--- src/hdl/chlit_pkg.sv ---
package chlit_pkg;

  localparam int unsigned CharWidth   = 21;
  localparam int unsigned StatusWidth = 3;
  localparam int unsigned LengthWidth = 16;

  // count saturates here, equal to the field maximum
  localparam logic [LengthWidth-1:0] MaxLength = 16'hFFFF;

  localparam logic [StatusWidth-1:0] StOk     = 3'd0;
  localparam logic [StatusWidth-1:0] StNotLit = 3'd1;
  localparam logic [StatusWidth-1:0] StEmpty  = 3'd2;
  localparam logic [StatusWidth-1:0] StBadEsc = 3'd3;
  localparam logic [StatusWidth-1:0] StBadHex = 3'd4;
  localparam logic [StatusWidth-1:0] StBadEnd = 3'd5;

  localparam logic [CharWidth-1:0] ChQuote  = 21'h27;
  localparam logic [CharWidth-1:0] ChBslash = 21'h5C;
  localparam logic [CharWidth-1:0] ChDquote = 21'h22;
  localparam logic [CharWidth-1:0] ChLowerU = 21'h75;
  localparam logic [CharWidth-1:0] ChUpperU = 21'h55;
  localparam logic [CharWidth-1:0] ChLowerX = 21'h78;

  localparam logic [3:0] HexCountU = 4'd4;
  localparam logic [3:0] HexCountW = 4'd8;

  typedef struct packed {
    logic [StatusWidth-1:0] status;
    logic [LengthWidth-1:0] token_length;
  } result_t;

  function automatic logic is_hex(input logic [CharWidth-1:0] c);
    is_hex = (c >= 21'h30 && c <= 21'h39) || (c >= 21'h61 && c <= 21'h66) ||
             (c >= 21'h41 && c <= 21'h46);
  endfunction

  function automatic logic is_simple_escape(input logic [CharWidth-1:0] c);
    is_simple_escape = c == 21'h6E || c == 21'h74 || c == 21'h76 || c == 21'h62 ||
                       c == 21'h72 || c == 21'h66 || c == 21'h61 || c == 21'h30 ||
                       c == ChBslash || c == ChQuote || c == ChDquote;
  endfunction

endpackage

--- src/hdl/chlit_in_if.sv ---
interface chlit_in_if;
  logic        valid;
  logic        ready;
  logic [20:0] char_code;
  logic        first;
  logic        last;

  modport source (output valid, output char_code, output first, output last, input ready);
  modport sink (input valid, input char_code, input first, input last, output ready);
endinterface

--- src/hdl/chlit_out_if.sv ---
interface chlit_out_if;
  logic        valid;
  logic        ready;
  logic [2:0]  status;
  logic [15:0] token_length;

  modport source (output valid, output status, output token_length, input ready);
  modport sink (input valid, input status, input token_length, output ready);
endinterface

--- src/hdl/char_literal_recognizer.sv ---
// each verdict is registered in the output register, or in the skid entry on a stall
// one character per cycle while the skid entry is empty; scan state registers on accept
// a two-entry output buffer lets input continue while one verdict waits to be taken
// reset (asynchronous, active low) leaves the scanner idle with no verdict pending;
// non-first characters are ignored until a first-marked character arrives
module char_literal_recognizer (
  input  logic              clk_i,
  input  logic              rst_ni,
  chlit_in_if.sink          in_i,
  chlit_out_if.source       out_o
);
  import chlit_pkg::*;

  localparam logic [2:0] PhIdle   = 3'd0;
  localparam logic [2:0] PhOpen   = 3'd1;
  localparam logic [2:0] PhPlain  = 3'd2;
  localparam logic [2:0] PhEsc    = 3'd3;
  localparam logic [2:0] PhFix    = 3'd4;
  localparam logic [2:0] PhFixBad = 3'd5;
  localparam logic [2:0] PhXhex   = 3'd6;
  localparam logic [2:0] PhSimple = 3'd7;

  logic [2:0]             phase_q, phase_d;
  logic [3:0]             hex_q, hex_d;
  logic [LengthWidth-1:0] cnt_q, cnt_d, cnt_inc;

  logic                   res_valid;
  logic [StatusWidth-1:0] res_status;
  result_t                res_new;

  logic                   out_valid_q, skid_valid_q;
  result_t                out_q, skid_q;

  logic                   accept, push, pop;
  logic [CharWidth-1:0]   c;

  assign c       = in_i.char_code;
  assign cnt_inc = (cnt_q < MaxLength) ? cnt_q + 1'b1 : cnt_q;

  always_comb begin
    phase_d    = phase_q;
    hex_d      = hex_q;
    cnt_d      = cnt_q;
    res_valid  = 1'b0;
    res_status = StOk;
    if (in_i.first) begin
      cnt_d = {{(LengthWidth-1){1'b0}}, 1'b1};
      hex_d = '0;
      if (c != ChQuote || in_i.last) begin
        res_valid  = 1'b1;
        res_status = StNotLit;
      end else begin
        phase_d = PhOpen;
      end
    end else if (phase_q != PhIdle) begin
      cnt_d = cnt_inc;
      case (phase_q)
        PhOpen: begin
          if (in_i.last) begin
            res_valid  = 1'b1;
            res_status = StNotLit;
          end else if (c == ChQuote) begin
            res_valid  = 1'b1;
            res_status = StEmpty;
          end else begin
            phase_d = (c == ChBslash) ? PhEsc : PhPlain;
          end
        end
        PhPlain, PhSimple: begin
          res_valid  = 1'b1;
          res_status = (c == ChQuote) ? StOk : StBadEnd;
        end
        PhEsc: begin
          if (c == ChLowerU || c == ChUpperU || c == ChLowerX || is_simple_escape(c)) begin
            if (in_i.last) begin
              res_valid  = 1'b1;
              res_status = StBadEnd;
            end else if (c == ChLowerU || c == ChUpperU) begin
              hex_d   = (c == ChLowerU) ? HexCountU : HexCountW;
              phase_d = PhFix;
            end else if (c == ChLowerX) begin
              phase_d = PhXhex;
            end else begin
              phase_d = PhSimple;
            end
          end else begin
            res_valid  = 1'b1;
            res_status = StBadEsc;
          end
        end
        PhFix, PhFixBad: begin
          if (hex_q != '0) begin
            if (in_i.last) begin
              res_valid  = 1'b1;
              res_status = StBadEnd;
            end else begin
              if (!is_hex(c)) phase_d = PhFixBad;
              hex_d = hex_q - 1'b1;
            end
          end else if (phase_q == PhFixBad) begin
            res_valid  = 1'b1;
            res_status = StBadHex;
          end else begin
            res_valid  = 1'b1;
            res_status = (c == ChQuote) ? StOk : StBadEnd;
          end
        end
        PhXhex: begin
          if (c == ChQuote) begin
            res_valid  = 1'b1;
            res_status = StOk;
          end else if (!is_hex(c)) begin
            res_valid  = 1'b1;
            res_status = StBadHex;
          end else if (in_i.last) begin
            res_valid  = 1'b1;
            res_status = StBadEnd;
          end
        end
        default: phase_d = PhIdle;
      endcase
    end
    // every verdict closes the scan
    if (res_valid) begin
      phase_d = PhIdle;
      hex_d   = '0;
    end
    res_new.status       = res_status;
    res_new.token_length = (res_status == StOk) ? cnt_d : '0;
  end

  assign in_i.ready = !skid_valid_q;
  assign accept     = in_i.valid && in_i.ready;
  assign push       = accept && res_valid;
  assign pop        = out_valid_q && out_o.ready;

  always_ff @(posedge clk_i or negedge rst_ni) begin
    if (!rst_ni) begin
      phase_q <= PhIdle;
      hex_q   <= '0;
      cnt_q   <= '0;
    end else if (accept) begin
      phase_q <= phase_d;
      hex_q   <= hex_d;
      cnt_q   <= cnt_d;
    end
  end

  always_ff @(posedge clk_i or negedge rst_ni) begin
    if (!rst_ni) begin
      out_valid_q  <= 1'b0;
      skid_valid_q <= 1'b0;
    end else begin
      if (pop) begin
        if (skid_valid_q) begin
          skid_valid_q <= 1'b0;
        end else begin
          out_valid_q <= push;
        end
      end else if (!out_valid_q) begin
        out_valid_q <= push;
      end else if (push) begin
        skid_valid_q <= 1'b1;
      end
    end
  end

  always_ff @(posedge clk_i) begin
    if (pop && skid_valid_q) begin
      out_q <= skid_q;
    end else if ((pop || !out_valid_q) && push) begin
      out_q <= res_new;
    end
    // skid only fills while the output register holds a stalled verdict
    if (!pop && out_valid_q && push) begin
      skid_q <= res_new;
    end
  end

  assign out_o.valid        = out_valid_q;
  assign out_o.status       = out_q.status;
  assign out_o.token_length = out_q.token_length;

  a_len_only_ok: assert property (@(posedge clk_i) disable iff (!rst_ni)
    out_o.valid && out_o.status != StOk |-> out_o.token_length == '0)
    else $error("nonzero token length on a rejected literal");

  a_skid_behind_out: assert property (@(posedge clk_i) disable iff (!rst_ni)
    skid_valid_q |-> out_valid_q)
    else $error("skid entry held while output register empty");

  a_hex_in_fix: assert property (@(posedge clk_i) disable iff (!rst_ni)
    hex_q != '0 |-> (phase_q == PhFix || phase_q == PhFixBad))
    else $error("hex digits pending outside a fixed-width escape");

  a_verdict_idles: assert property (@(posedge clk_i) disable iff (!rst_ni)
    push |=> phase_q == PhIdle && hex_q == '0)
    else $error("scanner not idle after a verdict");

endmodule

--- src/flat_wrapper.sv ---
// flat-port wrapper written by rule: the top's interface ports become plain ports
module char_literal_recognizer_flat import chlit_pkg::*;
  (clk_i, rst_ni, in_i_valid, in_i_char_code, in_i_first, in_i_last, in_i_ready, out_o_valid, out_o_status, out_o_token_length, out_o_ready);
  chlit_in_if in_i_i ();
  chlit_out_if out_o_i ();
  input  logic clk_i;
  input  logic rst_ni;
  input wire logic [$bits(in_i_i.valid)-1:0] in_i_valid;
  input wire logic [$bits(in_i_i.char_code)-1:0] in_i_char_code;
  input wire logic [$bits(in_i_i.first)-1:0] in_i_first;
  input wire logic [$bits(in_i_i.last)-1:0] in_i_last;
  output wire logic [$bits(in_i_i.ready)-1:0] in_i_ready;
  output wire logic [$bits(out_o_i.valid)-1:0] out_o_valid;
  output wire logic [$bits(out_o_i.status)-1:0] out_o_status;
  output wire logic [$bits(out_o_i.token_length)-1:0] out_o_token_length;
  input wire logic [$bits(out_o_i.ready)-1:0] out_o_ready;
  assign in_i_i.valid = in_i_valid;
  assign in_i_i.char_code = in_i_char_code;
  assign in_i_i.first = in_i_first;
  assign in_i_i.last = in_i_last;
  assign in_i_ready = in_i_i.ready;
  assign out_o_valid = out_o_i.valid;
  assign out_o_status = out_o_i.status;
  assign out_o_token_length = out_o_i.token_length;
  assign out_o_i.ready = out_o_ready;
  char_literal_recognizer u_core (.clk_i(clk_i), .rst_ni(rst_ni), .in_i(in_i_i), .out_o(out_o_i));
endmodule
--- config.mk ---
export PLATFORM = sky130hd
export DESIGN_NAME = char_literal_recognizer_flat
export DESIGN_NICKNAME = d
export VERILOG_FILES = /design/src/hdl/chlit_pkg.sv /design/src/hdl/chlit_in_if.sv /design/src/hdl/chlit_out_if.sv /design/src/hdl/char_literal_recognizer.sv /design/src/flat_wrapper.sv
export SDC_FILE = /design/constraint.sdc
export NUM_CORES = 1
export LEC_CHECK = 0
export ABC_AREA = 1
export BUFFER_PORTS_ARGS = -buffer_cell sky130_fd_sc_hd__buf_2
export CORE_MARGIN = 4
export CORE_UTILIZATION = 40
export DETAILED_ROUTE_END_ITERATION = 10
export HOLD_SLACK_MARGIN = 0.1
export SLEW_MARGIN = 20
export SYNTH_ARGS = -nofsm -noshare
export SYNTH_HDL_FRONTEND = slang
export SYNTH_SLANG_ARGS = --single-unit
--- constraint.sdc ---
create_clock -name clk_i -period 5.2 [get_ports clk_i]
set_input_delay 1.04 -clock clk_i [delete_from_list [all_inputs] [get_ports clk_i]]
set_output_delay 1.04 -clock clk_i [all_outputs]
set_load 0.03 [all_outputs]
==> reports/qor.txt, run 1 <==
Outcome: complete, no violations
Cells along the critical path: buf_2, nor2_1, nand3_1, nand2_1, nand4_1, nand2_1, nand4_1, nand2_1, nor2_2, nor2_1, o21ai_1, nor2_1, buf_4
Crit path to: u_core.skid_q[0]
Fin. Hold Viols: 0
Placed cell area: 4550 sq um
Fillers: 1056
Port Buf Inserts: 47
RSZ-0062 raised after global routing: false
Max Fclk: 336 MHz
Ys async rst share: 39.7%
Crit path capture type: flop
Post-synth EDFFs: 38
NetSw: 706 uW
Vias in the first global route: 3658
Layout cells sized above 1: 19.8%
Crit path max fanout: 16
Chip Width: 110 um
DR pass1 iterations: 4
Reg-to-reg startpoint: u_core.hex_q[0]
DRT iter0 DRCs: 187
Post-synthesis sequential area ratio: 42.2%
R2r endpoint: u_core.skid_q[0]
Cells taking the most area after synthesis: edfxtp_1 (27%), dfrtp_1 (15%), nand2_1 (13%)
CTS resizes: 0
Peak supply drop: 134 uV
Pwr dens: 361 nW/um^2
Drt via density: 4.99
Number of cell rows: 37
Cts bufs inserted: 9
Max-Cap Viols: 0
CTS max path bufs: 2
Worst slack, placed: 1.87 ns
Sw frac: 41.2%
WS Path Type: in2reg
Clock period minus worst slack: 2.97 ns
H-Tree Depth: 3
Post-DP HPWL: 7.61 mm
Post-Syn Area: 4190 sq um
Ports: 48
Clock Latency Late Sink: 0.34 ns
Total gr overflow: 0
CTS tree: yes
Seq pwr share: 39.2%
Static Leak: 2.03 nW
First-pass GRT wire length: 16.8 mm
Placer congestion estimate: 0.929
Worst Setup Start Kind: input port
P&R area growth vs syn: 13.4%
Post-Syn Instances: 556
WP data arrival: 2.99 ns
Most common cell after layout, fill and taps aside: nand2_1
Worst-Margin Slew: 0.832 ns
Setup-failing EPs final: 0
Register area: 1770 sq um
Starting density of the core: 40.7%
Final #Nets: 637
Setup repair bufs after CTS: 0
Area of the multi-input gates: 2070 sq um
Worst path max stage delay: 0.33 ns
Bufs and invs on worst path: 2
Delay-heaviest family, CP: simple AND/OR/NAND/NOR gates
Max-slew violation count: 0
Crit. Startpoint: in_i_char_code[0]
Routed Antenna Nets: 0
Worst path required time: 5.22 ns
Cells on worst reg2reg path: 14
Most frequent cells in the layout: nand2_1 (148), nor2_1 (75), inv_1 (68)
Die area: 12200 sq um
Synthesized flop and latch total: 63
Initial antenna violation count: 0
Vias: 3731
Setup tns final: 0 ns
DRC Markers: 0
Core area: 10300 sq um
ANT cells: 0
Area share of the leading cell type in the synthesized netlist: 27.3%
Sink Count: 63
Syn Area/Cell: 7.53 sq um
Root Driver: clkbuf_8
Yosys warnings: 0
Cell area after layout: 4750 sq um
Area leader, netlist: edfxtp_1
Worst-path clk slew: 0.07 ns
Clock skew: 0.0141 ns
Critical-path top delay cell: buf_4
Syn nets: 586
Clk pwr share: 24.6%
Worst setup margin: 2.23 ns
Synth unique cells: 44
WL/cell: 13.2 um
Largest net degree at the start of global routing: 26
Combinational share of power: 36.2%
GRT Resource Usage Total: 17.6%
Tcrit/Tclk final: 57.2%
R2R Setup Slk: 2.61 ns
Slew HR: 44.5%
Internal Power: 1.01 mW
HP Class: reg2reg
Synth Flop Type: edfxtp_1
Critical path depth: 13
Post-Route WL: 9.91 mm
Die height: 110 um
Hold buffer count at cts: 0
cell usage after synthesis (2+ instances only):
cell	n
nand2_2	5
nor2_1	75
nor2_4	14
dfrtp_1	25
nand3_1	41
and2_1	2
o21ai_0	35
xor2_1	3
nand2_1	148
or2_1	2
nor3b_1	2
clkbuf_1	6
o211ai_1	2
ha_1	3
a211oi_1	2
nor2_2	9
edfxtp_1	38
inv_1	68
nand4_2	2
a21oi_1	14
nand3_2	11
nor3_1	14
a31oi_1	2
nand4_1	7
clkinv_1	2
inv_2	6
registers in the layout, summed over array words and instances (netlist names):
register / flops
u_core.phase_q: 3
u_core.out_o.status: 3
u_core.out_o.token_length: 16
u_core.cnt_q: 16
u_core.skid_q: 19
u_core.out_o.valid: 1
u_core.skid_valid_q: 1
u_core.hex_q: 4
final cells by class:
cell class / instances / area share [%]
Sequential cell: 63 / 37.2
Multi-Input combinational cell: 406 / 43.5
Timing Repair Buffer: 50 / 5.43
Clock inverter: 7 / 1.53
Tap cell: 136 / 3.58
Clock buffer: 9 / 2.61
Inverter: 77 / 6.14
tightest hold or removal path, stage by stage, from the launching register on:
cell     delay, ns
dfrtp_1       0.37
nand2_1       0.06
nand2_1       0.04
power groups by stage:
stage	Clock [mW]	Sequential [mW]	Combinational (mW)
after floorplan	0	0.754	0.399
after global placement	0	0.680	0.619
after detailed placement	0	0.684	0.623
after CTS	0.434	0.674	0.626
after global routing	0.457	0.684	0.697
final	0.423	0.673	0.621
stage by stage:
step           hold WS (ns)  util [%]  instances  power [mW]
2_1_floorplan         0.464         -        556        1.15
3_3_place_gp          0.487      44.3        732        1.30
3_5_place_dp          0.491      44.3        732        1.31
4_1_cts               0.507      46.2        748        1.73
5_1_grt               0.535      46.2        748        1.84
6_report              0.508      46.2        748        1.72
per-layer routing:
layer / vias to the layer above / share of wire (%) / GRT usage, %
met3: 10 / 3.9 / 3.49
met5: - / 0 / 0
met1: 1742 / 46 / 22.5
met2: 71 / 49 / 30.6
li1: 1908 / - / -
met4: 0 / 1.2 / 4.40
worst min path at each step:
stage | to | start | cells after the start | slack (ns)
3_5_place_dp | u_core.hex_q[1] | u_core.hex_q[1] | 2 | 0.49
2_1_floorplan | u_core.hex_q[0] | u_core.hex_q[0] | 2 | 0.46
4_1_cts | u_core.hex_q[1] | u_core.hex_q[1] | 2 | 0.51
3_3_place_gp | u_core.hex_q[0] | u_core.hex_q[0] | 2 | 0.49
5_1_grt | u_core.cnt_q[10] | u_core.cnt_q[10] | 2 | 0.53
6_report | u_core.hex_q[1] | u_core.hex_q[1] | 2 | 0.51
cell families (layout without fill, tap and decap cells):
| kind of cell | Yosys count | after routing | synth area share, % |
|---|---|---|---|
| AOI/OAI and AO/OA | 64 | 64 | 8.76 |
| xor gates and xnor gates | 3 | 3 | 0.628 |
| adders and majority gates | 3 | 3 | 0.897 |
| buffers and inverters | 87 | 143 | 8.55 |
| DFF | 63 | 63 | 42.2 |
| and+or+nand+nor | 336 | 336 | 39.0 |
No activity file was read; power rests on OpenSTA's default activity.
==> inputs of run 2 (changes only) <==
Clock period 5.2 ns to 2.8 ns, I/O delays scaled along.
==> reports/qor.txt, run 2 (synthesis gave the netlist of run 1 again) <==
Vias in the first global route: 3703 (was 3658)
Port Buf Inserts: 47 (unchanged)
Register area: 1770 sq um (unchanged)
Cells on worst reg2reg path: 14 (unchanged)
Placed cell area: 4750 sq um (was 4550 sq um)
Fillers: 1033 (was 1056)
Max-slew violation count: 0 (unchanged)
DRT iter0 DRCs: 267 (was 187)
First-pass GRT wire length: 16.9 mm (was 16.8 mm)
Cell area after layout: 4980 sq um (was 4750 sq um)
Worst-Margin Slew: 0.613 ns (was 0.832 ns)
Largest net degree at the start of global routing: 26 (unchanged)
Number of cell rows: 37 (unchanged)
WP data arrival: 2.48 ns (was 2.99 ns)
Post-DP HPWL: 7.63 mm (was 7.61 mm)
Clock period minus worst slack: 2.50 ns
Setup-failing EPs final: 0 (unchanged)
Fin. Hold Viols: 0 (unchanged)
P&R area growth vs syn: 19.0% (was 13.4%)
HP Class: in2async (was reg2reg)
Placed Instances: 758 (was 732)
Layout cells sized above 1: 23.5% (was 19.8%)
Final #Nets: 664 (was 637)
Root Driver: clkbuf_8 (unchanged)
Placer congestion estimate: 0.932 (was 0.929)
Post-Route WL: 9.79 mm (was 9.91 mm)
Routed Antenna Nets: 0 (unchanged)
Max Fclk: 400 MHz
Static Leak: 2.16 nW (was 2.03 nW)
Setup tns final: 0 ns (unchanged)
Starting density of the core: 40.7% (unchanged)
Sink Count: 63 (unchanged)
Peak supply drop: 280 uV (was 134 uV)
Most common cell after layout, fill and taps aside: nand2_1 (unchanged)
GRT Resource Usage Total: 17.7% (was 17.6%)
Pwr dens: 663 nW/um^2 (was 361 nW/um^2)
Tcrit/Tclk final: 89.3%
Die area: 12200 sq um (unchanged)
R2R Setup Slk: 0.30 ns (was 2.61 ns)
Worst-path clk slew: 0.08 ns (was 0.07 ns)
R2r endpoint: u_core.skid_q[1] (was u_core.skid_q[0])
Chip Width: 110 um (unchanged)
H-Tree Depth: 3 (unchanged)
Area of the multi-input gates: 2090 sq um (was 2070 sq um)
Worst path required time: 2.78 ns (was 5.22 ns)
DRC Markers: 0 (unchanged)
Drt via density: 4.89 (was 4.99)
Clock Latency Late Sink: 0.34 ns (about the same)
Total gr overflow: 0 (unchanged)
DR pass1 iterations: 5 (was 4)
Core area: 10300 sq um (unchanged)
Crit path capture type: flop (unchanged)
RSZ-0062 raised after global routing: false (unchanged)
Worst Setup Start Kind: flop (was input port)
Final cell count without fillers: 775 (was 748)
Vias: 3788 (was 3731)
Slew HR: 59.1% (was 44.5%)
Crit path max fanout: 19 (was 16)
Most frequent cells in the layout: nand2_1 (148), nor2_1 (74), inv_1 (68) (was nand2_1 (148), nor2_1 (75), inv_1 (68))
Ports: 48 (unchanged)
Max-Cap Viols: 0 (unchanged)
Die height: 110 um (unchanged)
WL/cell: 12.6 um (was 13.2 um)
Outcome: complete, no violations (unchanged)
CTS max path bufs: 2 (unchanged)
Reg-to-reg startpoint: u_core.hex_q[0] (unchanged)
CTS tree: yes (unchanged)
Clock skew: 0.00911 ns (was 0.0141 ns)
Top reg by flops: u_core.skid_q (unchanged)
Cts bufs inserted: 9 (unchanged)
ANT cells: 0 (unchanged)
WS Path Type: reg2reg (was in2reg)
Initial antenna violation count: 0 (unchanged)
Largest register FFs: 19 (unchanged)
==> run 2: cell count changes in the layout (fill, tap and decap cells not counted) <==
cell / change
buf_4: +26
o21ai_1: -1
o21ai_4: +1
buf_12: +1
nor2_1: -1
nor2_4: +1
==> run 2: repair_timing <==
action / in CTS / in global routing
cloned: 0 / 0
resized for setup: 2 / 0
setup buffers: 0 / 1
setup endpoints to repair: 38 / 19
pin swaps: 0 / 1
hold buffers: 0 / 0
==> run 2: through the flow <==
step / util (%) / hold slack (ns) / worst slack (ns) / total power [mW]
2_1_floorplan: - / 0.264 / 0.232 / 2.14
3_3_place_gp: 46.3 / 0.488 / -0.287 / 2.49
3_5_place_dp: 46.3 / 0.492 / -0.340 / 2.50
4_1_cts: 48.3 / 0.239 / 0.233 / 3.32
5_1_grt: 48.5 / 0.259 / 0.0656 / 3.56
6_report: 48.5 / 0.219 / 0.300 / 3.31
==> run 2: how the worst max path moves through the flow <==
stage	startpoint	to	slack, ns	depth (start not counted)
after floorplan	in_i_char_code[11]	u_core.out_o.status[0]	0.23	11
after global placement	in_i_char_code[11]	u_core.out_o.token_length[13]	-0.29	13
after detailed placement	in_i_char_code[12]	u_core.skid_q[16]	-0.34	13
after CTS	u_core.hex_q[0]	u_core.out_o.token_length[11]	0.23	14
after global routing	u_core.phase_q[0]	u_core.cnt_q[4]	0.07	10
final	u_core.hex_q[0]	u_core.skid_q[1]	0.30	14
==> run 2: power breakdown <==
part,switching [mW],internal [mW],total [mW]
sequential,0.0747,1.17,1.24
combinational,0.881,0.384,1.26
clock,0.389,0.412,0.801
total,1.34,1.96,3.31
==> run 2: area by class of cell <==
cell class	instances	area share, %
multi-input cells	406	41.9
flip-flops and latches	63	35.5
repair buffers	77	9.49
inverters	77	5.85
well taps	136	3.41
clock buffers	9	2.49
clock inverters	7	1.46
==> run 2: critical path, cell delays in order, from the launching register on <==
cell and delay, ns:
dfrtp_1 0.40, inv_1 0.11, ha_1 0.15, nand2_1 0.11, nand2_1 0.10, nand2_1 0.05, inv_1 0.07, or2_1 0.12
a21oi_1 0.05, nand2_1 0.09, nor2_2 0.05, nor2_1 0.15, o21ai_1 0.08, buf_4 0.16, nor2_4 0.44
==> run 2: metal layers <==
metal	up-vias	GRT usage, %	share of wire, %
met3	14	3.79	4.9
met2	91	30.1	48
met5	-	0	0
li1	1960	-	-
met4	0	3.87	1.0
met1	1723	23.2	46
==> inputs of run 3 (changes only) <==
Clock period 2.8 ns to 2.6 ns, I/O delays scaled along.
==> reports/qor.txt, run 3 (synthesis gave the netlist of run 1 again) <==
Outcome: complete, no violations (unchanged)
Core area: 10300 sq um (unchanged)
Placer congestion estimate: 0.914 (was 0.932)
Max-slew violation count: 0 (unchanged)
DRT iter0 DRCs: 202 (was 267)
Crit path top cell by count: nand2_1 (unchanged)
Worst Setup Start Kind: flop (unchanged)
Pwr dens: 707 nW/um^2 (was 663 nW/um^2)
Peak supply drop: 324 uV (was 280 uV)
Worst hold margin: 0.179 ns (was 0.219 ns)
Top reg by flops: u_core.skid_q (unchanged)
DR pass1 iterations: 5 (unchanged)
First-pass GRT wire length: 17.6 mm (was 16.9 mm)
Number of cell rows: 37 (unchanged)
Crit path capture type: flop (unchanged)
Worst path required time: 2.72 ns (was 2.78 ns)
Cells along the critical path: inv_1, ha_2, nand2_2, nand2_1, nand2_1, inv_1, or2_1, a21oi_1, nand2_1, nor2_2, nor2_2, o21ai_2, buf_6, o21ai_4, clkbuf_16 (was inv_1, ha_1, nand2_1, nand2_1, nand2_1, inv_1, or2_1, a21oi_1, nand2_1, nor2_2, nor2_1, o21ai_1, buf_4, nor2_4)
Drt via density: 4.87 (was 4.89)
Delay-heaviest family, CP: simple AND/OR/NAND/NOR gates (unchanged)
Hold buffer count at cts: 0 (unchanged)
ANT cells: 0 (unchanged)
DRC Markers: 0 (unchanged)
Internal Power: 2.16 mW (was 1.96 mW)
Final cell count without fillers: 796 (was 775)
HP Class: in2async (unchanged)
Most frequent cells in the layout: nand2_1 (147), nor2_1 (73), inv_1 (68) (was nand2_1 (148), nor2_1 (74), inv_1 (68))
Worst path max stage delay: 0.38 ns (was 0.44 ns)
Post-Route WL: 10.5 mm (was 9.79 mm)
Crit path max fanout: 5 (was 19)
WL/cell: 13.1 um (was 12.6 um)
Initial antenna violation count: 0 (unchanged)
CTS tree: yes (unchanged)
Post-DP HPWL: 8.06 mm (was 7.63 mm)
Die area: 12200 sq um (unchanged)
Clock period minus worst slack: 2.46 ns (was 2.50 ns)
Combinational share of power: 42.3% (was 38.3%)
CTS max path bufs: 2 (unchanged)
Seq pwr share: 36.3% (was 37.5%)
Clk pwr share: 21.3% (was 24.2%)
Cell area after layout: 5190 sq um (was 4980 sq um)
Vias in the first global route: 3837 (was 3703)
NetSw: 1.51 mW (was 1.34 mW)
Max-Cap Viols: 0 (unchanged)
Critical-path top delay cell: dfrtp_1 (was nor2_4)
Bufs and invs on worst path: 4 (was 3)
Clock skew: 0.0144 ns (was 0.00911 ns)
Worst slack, placed: -0.435 ns (was -0.340 ns)
Slew HR: 43.3% (was 59.1%)
WP data arrival: 2.57 ns (was 2.48 ns)
P&R area growth vs syn: 23.9% (was 19.0%)
Routed Antenna Nets: 0 (unchanged)
Chip Width: 110 um (unchanged)
RSZ-0062 raised after global routing: false (unchanged)
Clock Latency Late Sink: 0.35 ns (was 0.34 ns)
Setup-failing EPs final: 0 (unchanged)
GRT Resource Usage Total: 18.4% (was 17.7%)
H-Tree Depth: 3 (unchanged)
Largest register FFs: 19 (unchanged)
Worst-Margin Slew: 0.849 ns (was 0.613 ns)
WS Path Type: reg2reg (unchanged)
Max Fclk: 407 MHz (was 400 MHz)
Fin. Hold Viols: 0 (unchanged)
Most common cell after layout, fill and taps aside: nand2_1 (unchanged)
Static Leak: 2.28 nW (was 2.16 nW)
Tcrit/Tclk final: 94.4% (was 89.3%)
Ports: 48 (unchanged)
Starting density of the core: 40.7% (unchanged)
Largest net degree at the start of global routing: 26 (unchanged)
Sink Count: 63 (unchanged)
Worst setup margin: 0.145 ns (was 0.300 ns)
Final #Nets: 685 (was 664)
Layout cells sized above 1: 26.8% (was 23.5%)
Sw frac: 41.1% (was 40.7%)
Setup tns final: 0 ns (unchanged)
Die height: 110 um (unchanged)
Placed cell area: 4920 sq um (was 4750 sq um)
Port Buf Inserts: 47 (unchanged)
Fillers: 1035 (was 1033)
Cts bufs inserted: 9 (unchanged)
R2R Setup Slk: 0.14 ns (was 0.30 ns)
Worst-path clk slew: 0.09 ns (was 0.08 ns)
Placed Instances: 775 (was 758)
Vias: 3874 (was 3788)
Root Driver: clkbuf_8 (unchanged)
Total gr overflow: 0 (unchanged)
-- run 3: routing by layer --
metal / global-route usage (%) / share of wire [%]
met3: 2.80 / 3.5
met5: 0 / 0
met1: 24.5 / 47
met2: 31.1 / 48
met4: 5.63 / 1.7
-- run 3: cell type report --
| type | instances | area [sq um] | area share, % |
|---|---|---|---|
| Clock buffer | 9 | 124 | 2.39 |
| Clock inverter | 7 | 48.8 | 0.940 |
| Inverter | 77 | 292 | 5.62 |
| Multi-Input combinational cell | 406 | 2110 | 40.6 |
| Sequential cell | 63 | 1770 | 34.0 |
| Tap cell | 136 | 170 | 3.28 |
| Timing Repair Buffer | 98 | 681 | 13.1 |
-- run 3: worst paths after layout --
kind,to,depth (start not counted),startpoint
worst min register to register,u_core.out_o.token_length[3],2,u_core.skid_q[3]
max in group asynchronous,u_core.hex_q[0],1,rst_ni
worst max register to register,u_core.out_o.token_length[4],15,u_core.hex_q[1]
worst max-delay path,u_core.out_o.token_length[4],15,u_core.hex_q[1]
min in group clk_i,u_core.out_o.token_length[3],2,u_core.skid_q[3]
worst min-delay path,u_core.cnt_q[4],1,rst_ni
-- run 3: power groups by stage --
stage          Clock (mW)  Sequential [mW]  Combinational (mW)
2_1_floorplan           0             1.50               0.805
3_3_place_gp            0             1.35                1.48
3_5_place_dp            0             1.36                1.50
4_1_cts             0.810             1.34                1.50
5_1_grt             0.855             1.35                1.74
6_report            0.783             1.33                1.55
-- run 3: worst reg2reg max path, stage by stage, from the launching register on --
cell and delay, ns:
dfrtp_1 0.38, inv_1 0.08, ha_2 0.18, nand2_2 0.08, nand2_1 0.07, nand2_1 0.06
inv_1 0.04, or2_1 0.24, a21oi_1 0.13, nand2_1 0.09, nor2_2 0.12, nor2_2 0.06
o21ai_2 0.23, buf_6 0.15, o21ai_4 0.09, clkbuf_16 0.23
-- run 3: stage by stage --
stage,utilization (%),power (mW)
floorplan,-,2.31
global placement,47.9,2.83
detailed placement,47.9,2.85
CTS,49.6,3.65
global route,50.5,3.95
finish,50.5,3.67
-- run 3: what timing repair did --
item	in CTS	in global routing
resized for setup	1	8
setup buffers	0	3
pin swaps	0	2
cloned	0	2
setup endpoints to repair	19	34
